[src/sv/spq_pkg.sv]
// Shared types and constants for the sorted priority queue.
// Used by spq_cell and sorted_priority_queue_top; depends on nothing else.
package spq_pkg;

	// Field widths of the request and result items.
	localparam int ID_W     = 16;
	localparam int PRIO_W   = 3;
	localparam int STATUS_W = 2;
	localparam int OCC_W    = 7;

	// Default number of cells in the queue.
	localparam int QUEUE_DEPTH_DEF = 64;

	// Request kinds.
	typedef enum logic [0:0] {
		REQ_ENQ = 1'b0,
		REQ_DEQ = 1'b1
	} req_type_t;

	// Result status codes.
	typedef enum logic [STATUS_W-1:0] {
		ST_DONE  = 2'd0,
		ST_FULL  = 2'd1,
		ST_EMPTY = 2'd2
	} status_t;

	// Command broadcast to every cell in the row.
	typedef struct packed {
		logic              enq;
		logic              deq;
		logic [ID_W-1:0]   id;
		logic [PRIO_W-1:0] prio;
	} spq_cmd_t;

endpackage

[src/sv/spq_cell.sv]
// One slot of the sorted queue: holds an id and a priority and trades them
// with its neighbors on insert and removal. Depends on spq_pkg.
module spq_cell #(
	parameter int INDEX = 0,
	parameter int CNT_W = 7
) (
	input  logic                      clk,
	input  spq_pkg::spq_cmd_t         cmd,
	input  logic [CNT_W-1:0]          count,
	input  logic                      left_ge,
	input  logic [spq_pkg::ID_W-1:0]  left_id,
	input  logic [spq_pkg::PRIO_W-1:0] left_prio,
	input  logic [spq_pkg::ID_W-1:0]  right_id,
	input  logic [spq_pkg::PRIO_W-1:0] right_prio,
	output logic [spq_pkg::ID_W-1:0]  id,
	output logic [spq_pkg::PRIO_W-1:0] prio,
	output logic                      ge
);

	logic [spq_pkg::ID_W-1:0]   id_q;
	logic [spq_pkg::PRIO_W-1:0] prio_q;
	logic                       occupied;

	// The slot is live when it lies below the entry count.
	assign occupied = (count > CNT_W'(INDEX));

	// This entry stays ahead of the new one when its priority is not lower.
	assign ge = occupied && (prio_q >= cmd.prio);

	// Keep, take the new entry, or shift in from a neighbor.
	always_ff @(posedge clk) begin
		if (cmd.enq) begin
			if (!ge) begin
				if (left_ge) begin
					id_q   <= cmd.id;
					prio_q <= cmd.prio;
				end else begin
					id_q   <= left_id;
					prio_q <= left_prio;
				end
			end
		end else if (cmd.deq) begin
			id_q   <= right_id;
			prio_q <= right_prio;
		end
	end

	assign id   = id_q;
	assign prio = prio_q;

endmodule

[src/sv/sorted_priority_queue_top.sv]
// Sorted priority queue built as a row of shifting cells.
// A result item is registered and appears in the cycle after its request is accepted.
// Throughput: one request per cycle while results are drained; every cell compares and shifts at once.
// Reset: arst_n empties the queue and drops any pending result; the slot
// contents are left as they are and are never read before being written.
// Depends on spq_pkg and spq_cell.
module sorted_priority_queue_top #(
	parameter int QUEUE_DEPTH = spq_pkg::QUEUE_DEPTH_DEF
) (
	input  logic        clk,
	input  logic        arst_n,
	input  logic        s_tvalid,
	output logic        s_tready,
	input  logic [23:0] s_tdata,   // entry_id [15:0], entry_priority [18:16]
	input  logic [0:0]  s_tuser,   // req_type [0]
	output logic        m_tvalid,
	input  logic        m_tready,
	output logic [23:0] m_tdata,   // head_id [15:0], occupancy [22:16]
	output logic [1:0]  m_tuser    // status [1:0]
);

	localparam int CNT_W = $clog2(QUEUE_DEPTH + 1);

	logic                         accept;
	logic                         is_deq;
	logic                         is_full;
	logic                         is_empty;
	spq_pkg::spq_cmd_t            cmd;
	logic [CNT_W-1:0]             count_q;
	logic [CNT_W-1:0]             count_next;
	logic [CNT_W+spq_pkg::OCC_W-1:0] count_ext;

	logic [spq_pkg::ID_W-1:0]     cell_id   [QUEUE_DEPTH];
	logic [spq_pkg::PRIO_W-1:0]   cell_prio [QUEUE_DEPTH];
	logic                         cell_ge   [QUEUE_DEPTH];

	logic                         m_valid_q;
	spq_pkg::status_t             status_q;
	spq_pkg::status_t             status_next;
	logic [spq_pkg::ID_W-1:0]     head_q;
	logic [spq_pkg::ID_W-1:0]     head_next;
	logic [spq_pkg::OCC_W-1:0]    occ_q;

	// A new item is taken whenever the result register is free or draining.
	assign s_tready = !m_valid_q || m_tready;
	assign accept   = s_tvalid && s_tready;

	assign is_deq   = (spq_pkg::req_type_t'(s_tuser[0]) == spq_pkg::REQ_DEQ);
	assign is_full  = (count_q == CNT_W'(QUEUE_DEPTH));
	assign is_empty = (count_q == '0);

	// Command to the cell row.
	always_comb begin
		cmd.enq  = accept && !is_deq && !is_full;
		cmd.deq  = accept && is_deq && !is_empty;
		cmd.id   = s_tdata[15:0];
		cmd.prio = s_tdata[18:16];
	end

	// Next entry count and result fields.
	always_comb begin
		count_next  = count_q;
		status_next = spq_pkg::ST_DONE;
		head_next   = '0;
		if (is_deq) begin
			if (is_empty) begin
				status_next = spq_pkg::ST_EMPTY;
			end else begin
				count_next = count_q - CNT_W'(1);
				head_next  = cell_id[0];
			end
		end else begin
			if (is_full) begin
				status_next = spq_pkg::ST_FULL;
			end else begin
				count_next = count_q + CNT_W'(1);
			end
		end
	end

	assign count_ext = {{spq_pkg::OCC_W{1'b0}}, count_next};

	// Row of cells, each wired to its left and right neighbor.
	for (genvar i = 0; i < QUEUE_DEPTH; i++) begin : g_cell
		logic                       l_ge;
		logic [spq_pkg::ID_W-1:0]   l_id;
		logic [spq_pkg::PRIO_W-1:0] l_prio;
		logic [spq_pkg::ID_W-1:0]   r_id;
		logic [spq_pkg::PRIO_W-1:0] r_prio;

		if (i == 0) begin : g_head
			assign l_ge   = 1'b1;
			assign l_id   = cmd.id;
			assign l_prio = cmd.prio;
		end else begin : g_mid
			assign l_ge   = cell_ge[i-1];
			assign l_id   = cell_id[i-1];
			assign l_prio = cell_prio[i-1];
		end

		if (i == QUEUE_DEPTH - 1) begin : g_tail
			assign r_id   = cell_id[i];
			assign r_prio = cell_prio[i];
		end else begin : g_body
			assign r_id   = cell_id[i+1];
			assign r_prio = cell_prio[i+1];
		end

		spq_cell #(
			.INDEX(i),
			.CNT_W(CNT_W)
		) u_cell (
			.clk       (clk),
			.cmd       (cmd),
			.count     (count_q),
			.left_ge   (l_ge),
			.left_id   (l_id),
			.left_prio (l_prio),
			.right_id  (r_id),
			.right_prio(r_prio),
			.id        (cell_id[i]),
			.prio      (cell_prio[i]),
			.ge        (cell_ge[i])
		);
	end

	// Entry count and result valid flag.
	always_ff @(posedge clk or negedge arst_n) begin
		if (!arst_n) begin
			count_q   <= '0;
			m_valid_q <= 1'b0;
		end else begin
			if (accept) begin
				count_q <= count_next;
			end
			if (accept) begin
				m_valid_q <= 1'b1;
			end else if (m_tready) begin
				m_valid_q <= 1'b0;
			end
		end
	end

	// Result payload register.
	always_ff @(posedge clk) begin
		if (accept) begin
			status_q <= status_next;
			head_q   <= head_next;
			occ_q    <= count_ext[spq_pkg::OCC_W-1:0];
		end
	end

	assign m_tvalid = m_valid_q;
	assign m_tdata  = {1'b0, occ_q, head_q};
	assign m_tuser  = status_q;

endmodule
[config.mk]
export PLATFORM = sky130hd
export DESIGN_NAME = sorted_priority_queue_top
export DESIGN_NICKNAME = d
export VERILOG_FILES = /design/src/sv/spq_pkg.sv /design/src/sv/spq_cell.sv /design/src/sv/sorted_priority_queue_top.sv
export SDC_FILE = /design/constraint.sdc
export NUM_CORES = 2
export LEC_CHECK = 0
export BUFFER_PORTS_ARGS = -buffer_cell sky130_fd_sc_hd__buf_2
export CORE_AREA = 2 2 439 441
export DETAILED_ROUTE_END_ITERATION = 10
export DIE_AREA = 0 0 441 443
export PLACE_DENSITY = 0.58
export SLEW_MARGIN = 15
export SYNTH_ARGS = -nofsm -noshare
export SYNTH_HDL_FRONTEND = slang
export SYNTH_SLANG_ARGS = --single-unit
[constraint.sdc]
create_clock -name clk -period 4.2 [get_ports clk]
set_input_delay 0.21 -clock clk [delete_from_list [all_inputs] [get_ports clk]]
set_output_delay 0.21 -clock clk [all_outputs]
set_load 0.01 [all_outputs]
==> flow_summary_export.csv <==
group,metric,value,unit
floorplanning,ios,57,
critical_path,cp_slowest_cell,"nand2_1",
placed_design,place.gp.congestion,0.8522,
detailed_routing,first_pass_iters,5,
final_layout,syn2layout_area_growth,11.12,%
clock_tree,cts-buffers-inserted,139,
final_layout,stdcell_count,8705,
clock_tree,cts_root_buffer,"clkbuf_16",
final_layout,nNetsFinal,6303,
clock_tree,clock_latency,800,ps
yosys,post_synth_num_cell_types,59,
floorplanning,die_w,441,µm
yosys,synthesis.area,66460,µm²
critical_path,cp_max_fo,34,
yosys,synth_edf_count,1241,
final_layout,drive_gt1_share,9.356,%
floorplanning,die_area,195400,µm²
critical_path,r2r_start,"count_q[1]$_DFFE_PN0N_",
critical_path,cp-end-kind,"flip-flop",
clock_tree,htree_levels,4,
power_and_ir_drop,power.leakage,26.66,nW
yosys,synth_top_area_share,56.07,%
detailed_routing,drtIter0Drc,6142,
yosys,synth.top_cells.by_count,"nand2_1, edfxtp_1, nand3_1",
min_path,min_path_type,"in -> reg",
final_layout,seq_area,37470,µm²
power_and_ir_drop,vdd_drop_max,0.0005571,V
timing,fmax,0.2751,GHz
critical_path,path_buf_inv,3,
critical_path,cp.depth,9,
timing,slew_viol_final,0,
yosys,yosys.area.top_type,"edfxtp_1",
critical_path,r2r-end,"g_cell[37].u_cell.id[11]$_DFFE_PP_",
detailed_routing,remaining_drc_errors,0,
yosys,synthCells,6268,
timing,hold_viol,0,
global_route,antenna_found_initial,5,
yosys,synth_top_flop_cell,"edfxtp_1",
power_and_ir_drop,seqPwrFrac,45.1,%
clock_tree,cts.sinks,1249,
floorplanning,rows,161,
global_route,grt.overflow.total,0,
timing,rsz0062_at_grt,"false",
critical_path,crit_arrival,4040,ps
clock_tree,clockBufferDepth,3,
timing,min_period,3635,ps
final_layout,multi_input_area,26250,µm²
detailed_routing,vias,49584,
flow_run,max-cap-violations,0,
critical_path,start_kind,"flip-flop",
floorplanning,core_region_area,191200,µm²
yosys,ys_warn_count,0,
critical_path,crit_end,"g_cell[37].u_cell.id[11]$_DFFE_PP_",
yosys,ys_ff_latch,1249,
yosys,async_flop_share,0.6405,%
global_route,grt_pass1_vias,47786,
timing,slew_headroom,21.96,%
floorplanning,initial_core_util,34.77,%
placed_design,io_buffers,50,
detailed_routing,wl_per_cell,22.85,µm
placed_design,hpwl,131200,µm
critical_path,worstRegToRegCells,9,
power_and_ir_drop,swShare,32.29,%
global_route,grt_start_max_net_pins,187,
yosys,synth_nets,6493,
yosys,ys_seq_area_share,56.37,%
yosys,yosys-top-cells-area,"edfxtp_1, o211ai_1, nand2_1",
timing,tns,0,ps
global_route,grt_pass1_wl,301600,µm
clock_tree,post_cts_buffers,0,
detailed_routing,via_per_inst,5.696,
power_and_ir_drop,p_int,25.17,mW
critical_path,required,4610,ps
detailed_routing,postRouteAntennaNets,0,
critical_path,crit_path_start,"count_q[1]$_DFFE_PN0N_",
clock_tree,cts.clk_slew.worst_paths,60,ps
timing,fin_skew,37.25,ps
global_route,track_usage,19.88,%
final_layout,nFillCells,18519,
yosys,syn_avg_cell_area,10.60,µm²
yosys,synth.most_common_cell,"nand2_1",
critical_path,r2r_slack,560,ps
floorplanning,die_h,443,µm
critical_path,slowest_delay,700,ps
clock_tree,cts_tree,"done",
timing,worst_pin_slew,1171,ps
detailed_routing,wl,198900,µm
power_and_ir_drop,switching_power,12.00,mW
timing,setup_viol,0,
power_and_ir_drop,clockPowerShare,31.8,%
power_and_ir_drop,pwr-share-comb,23.1,%
status,status,"finished clean",
timing,finalCritPeriodShare,86.55,%
critical_path,cp_cell_sequence,"buf_4 > inv_1 > ha_1 > nor4b_4 > nand3_2 > and3_4 > buf_4 > nand2_1 > nand2_1",
placed_design,dp_cells,8458,
critical_path,path_class,"reg -> reg",
power_and_ir_drop,power_density,503.4,nW/µm²
critical_path,cp_top_family,"simple AND/OR/NAND/NOR gates",
## what timing repair did
action | CTS | global route
hold buffers | 5 | 0
hold endpoints to repair | 13 | 0
resized for setup | 0 | 0
## how the worst min path moves through the flow
stage,startpoint,endpoint,slack [ps],depth (start not counted)
6_report,s_tdata[9],g_cell[62].u_cell.id[9]$_DFFE_PP_,150,3
5_1_grt,s_tdata[9],g_cell[57].u_cell.id[9]$_DFFE_PP_,140,3
4_1_cts,s_tdata[9],g_cell[61].u_cell.id[9]$_DFFE_PP_,90,3
3_5_place_dp,arst_n,m_tvalid$_DFFE_PN0P_,130,1
3_3_place_gp,arst_n,m_tvalid$_DFFE_PN0P_,130,1
2_1_floorplan,arst_n,count_q[0]$_DFFE_PN0N_,-90,0
## sequential cells by signal, summed over array words and instances (netlist names)
register and cells:
m_tuser 2, g_cell.u_cell.prio 192, m_tvalid 1, head_q 16, count_q 7, g_cell.u_cell.id 1024, occ_q 7
## power by group through the flow
stage | clock network (mW) | registers (mW) | logic (mW)
after floorplan | 0 | 16.5 | 5.98
after global placement | 0 | 16.9 | 8.39
after detailed placement | 0 | 17.0 | 8.53
after CTS | 12.0 | 16.7 | 8.56
after global routing | 12.4 | 16.9 | 9.43
final | 11.8 | 16.8 | 8.60
## per-stage QoR
stage / worst slack [ps] / area [µm²] / utilization (%) / hold slack (ps) / power, mW
after floorplan: 59.85 / 66460 / - / -85.59 / 22.53
after global placement: 674.5 / 69540 / 36.38 / 128.8 / 25.32
after detailed placement: 632.5 / 69550 / 36.38 / 127.9 / 25.51
after CTS: 616.1 / 73850 / 38.63 / 87.12 / 37.30
after global routing: 325.4 / 73850 / 38.63 / 135.5 / 38.77
final: 564.9 / 73850 / 38.63 / 145.7 / 37.17
## cell usage in the layout, fill, tap and decap left out, drive strengths merged, types with 12 or more instances in the layout
master,n
clkbuf,169
mux2,19
o21ai,527
mux2i,419
nand2b,12
nor2,76
nand3,772
clkinv,57
inv,76
a21oi,67
ha,196
o211ai,723
nor3b,14
buf,290
edfxtp,1241
and2,18
nor2b,14
nand2,1317
o221ai,53
## final cells by class
| class | instances | share of cell area, % |
|---|---|---|
| Sequential cell | 1249 | 50.73 |
| Multi-Input combinational cell | 4320 | 35.55 |
| Clock buffer | 169 | 4.949 |
| Tap cell | 2526 | 4.279 |
| Timing Repair Buffer | 295 | 3.307 |
| Clock inverter | 72 | 0.8098 |
| Inverter | 73 | 0.3744 |
| Antenna cell | 1 | 0.003388 |
## per-layer routing
| layer | track usage, % | share of wire, % | up-vias |
|---|---|---|---|
| met5 | 0 | 0.0065 | - |
| li1 | - | - | 23034 |
| met3 | 2.857 | 7.2 | 281 |
| met2 | 30.29 | 45 | 1924 |
| met4 | 7.438 | 3.6 | 2 |
| met1 | 28.54 | 44 | 24343 |
## worst min-delay path, delay by kind of cell
kind | cells | cell delay [ps]
AO/OA/AOI/OAI | 1 | 80
multiplexers | 1 | 200
buffers and inverters | 1 | 250
## logic make-up after synthesis
family,share of synthesized area (%)
AND/OR/NAND/NOR,14.63
AO/OA/AOI/OAI,13.97
flip-flops,56.37
buffers and inverters,4.654
multiplexers,6.632
adder cells (fa/ha/maj),3.690
XOR/XNOR,0.05271
other,0.005642
Power figures use the tool's default switching activity.
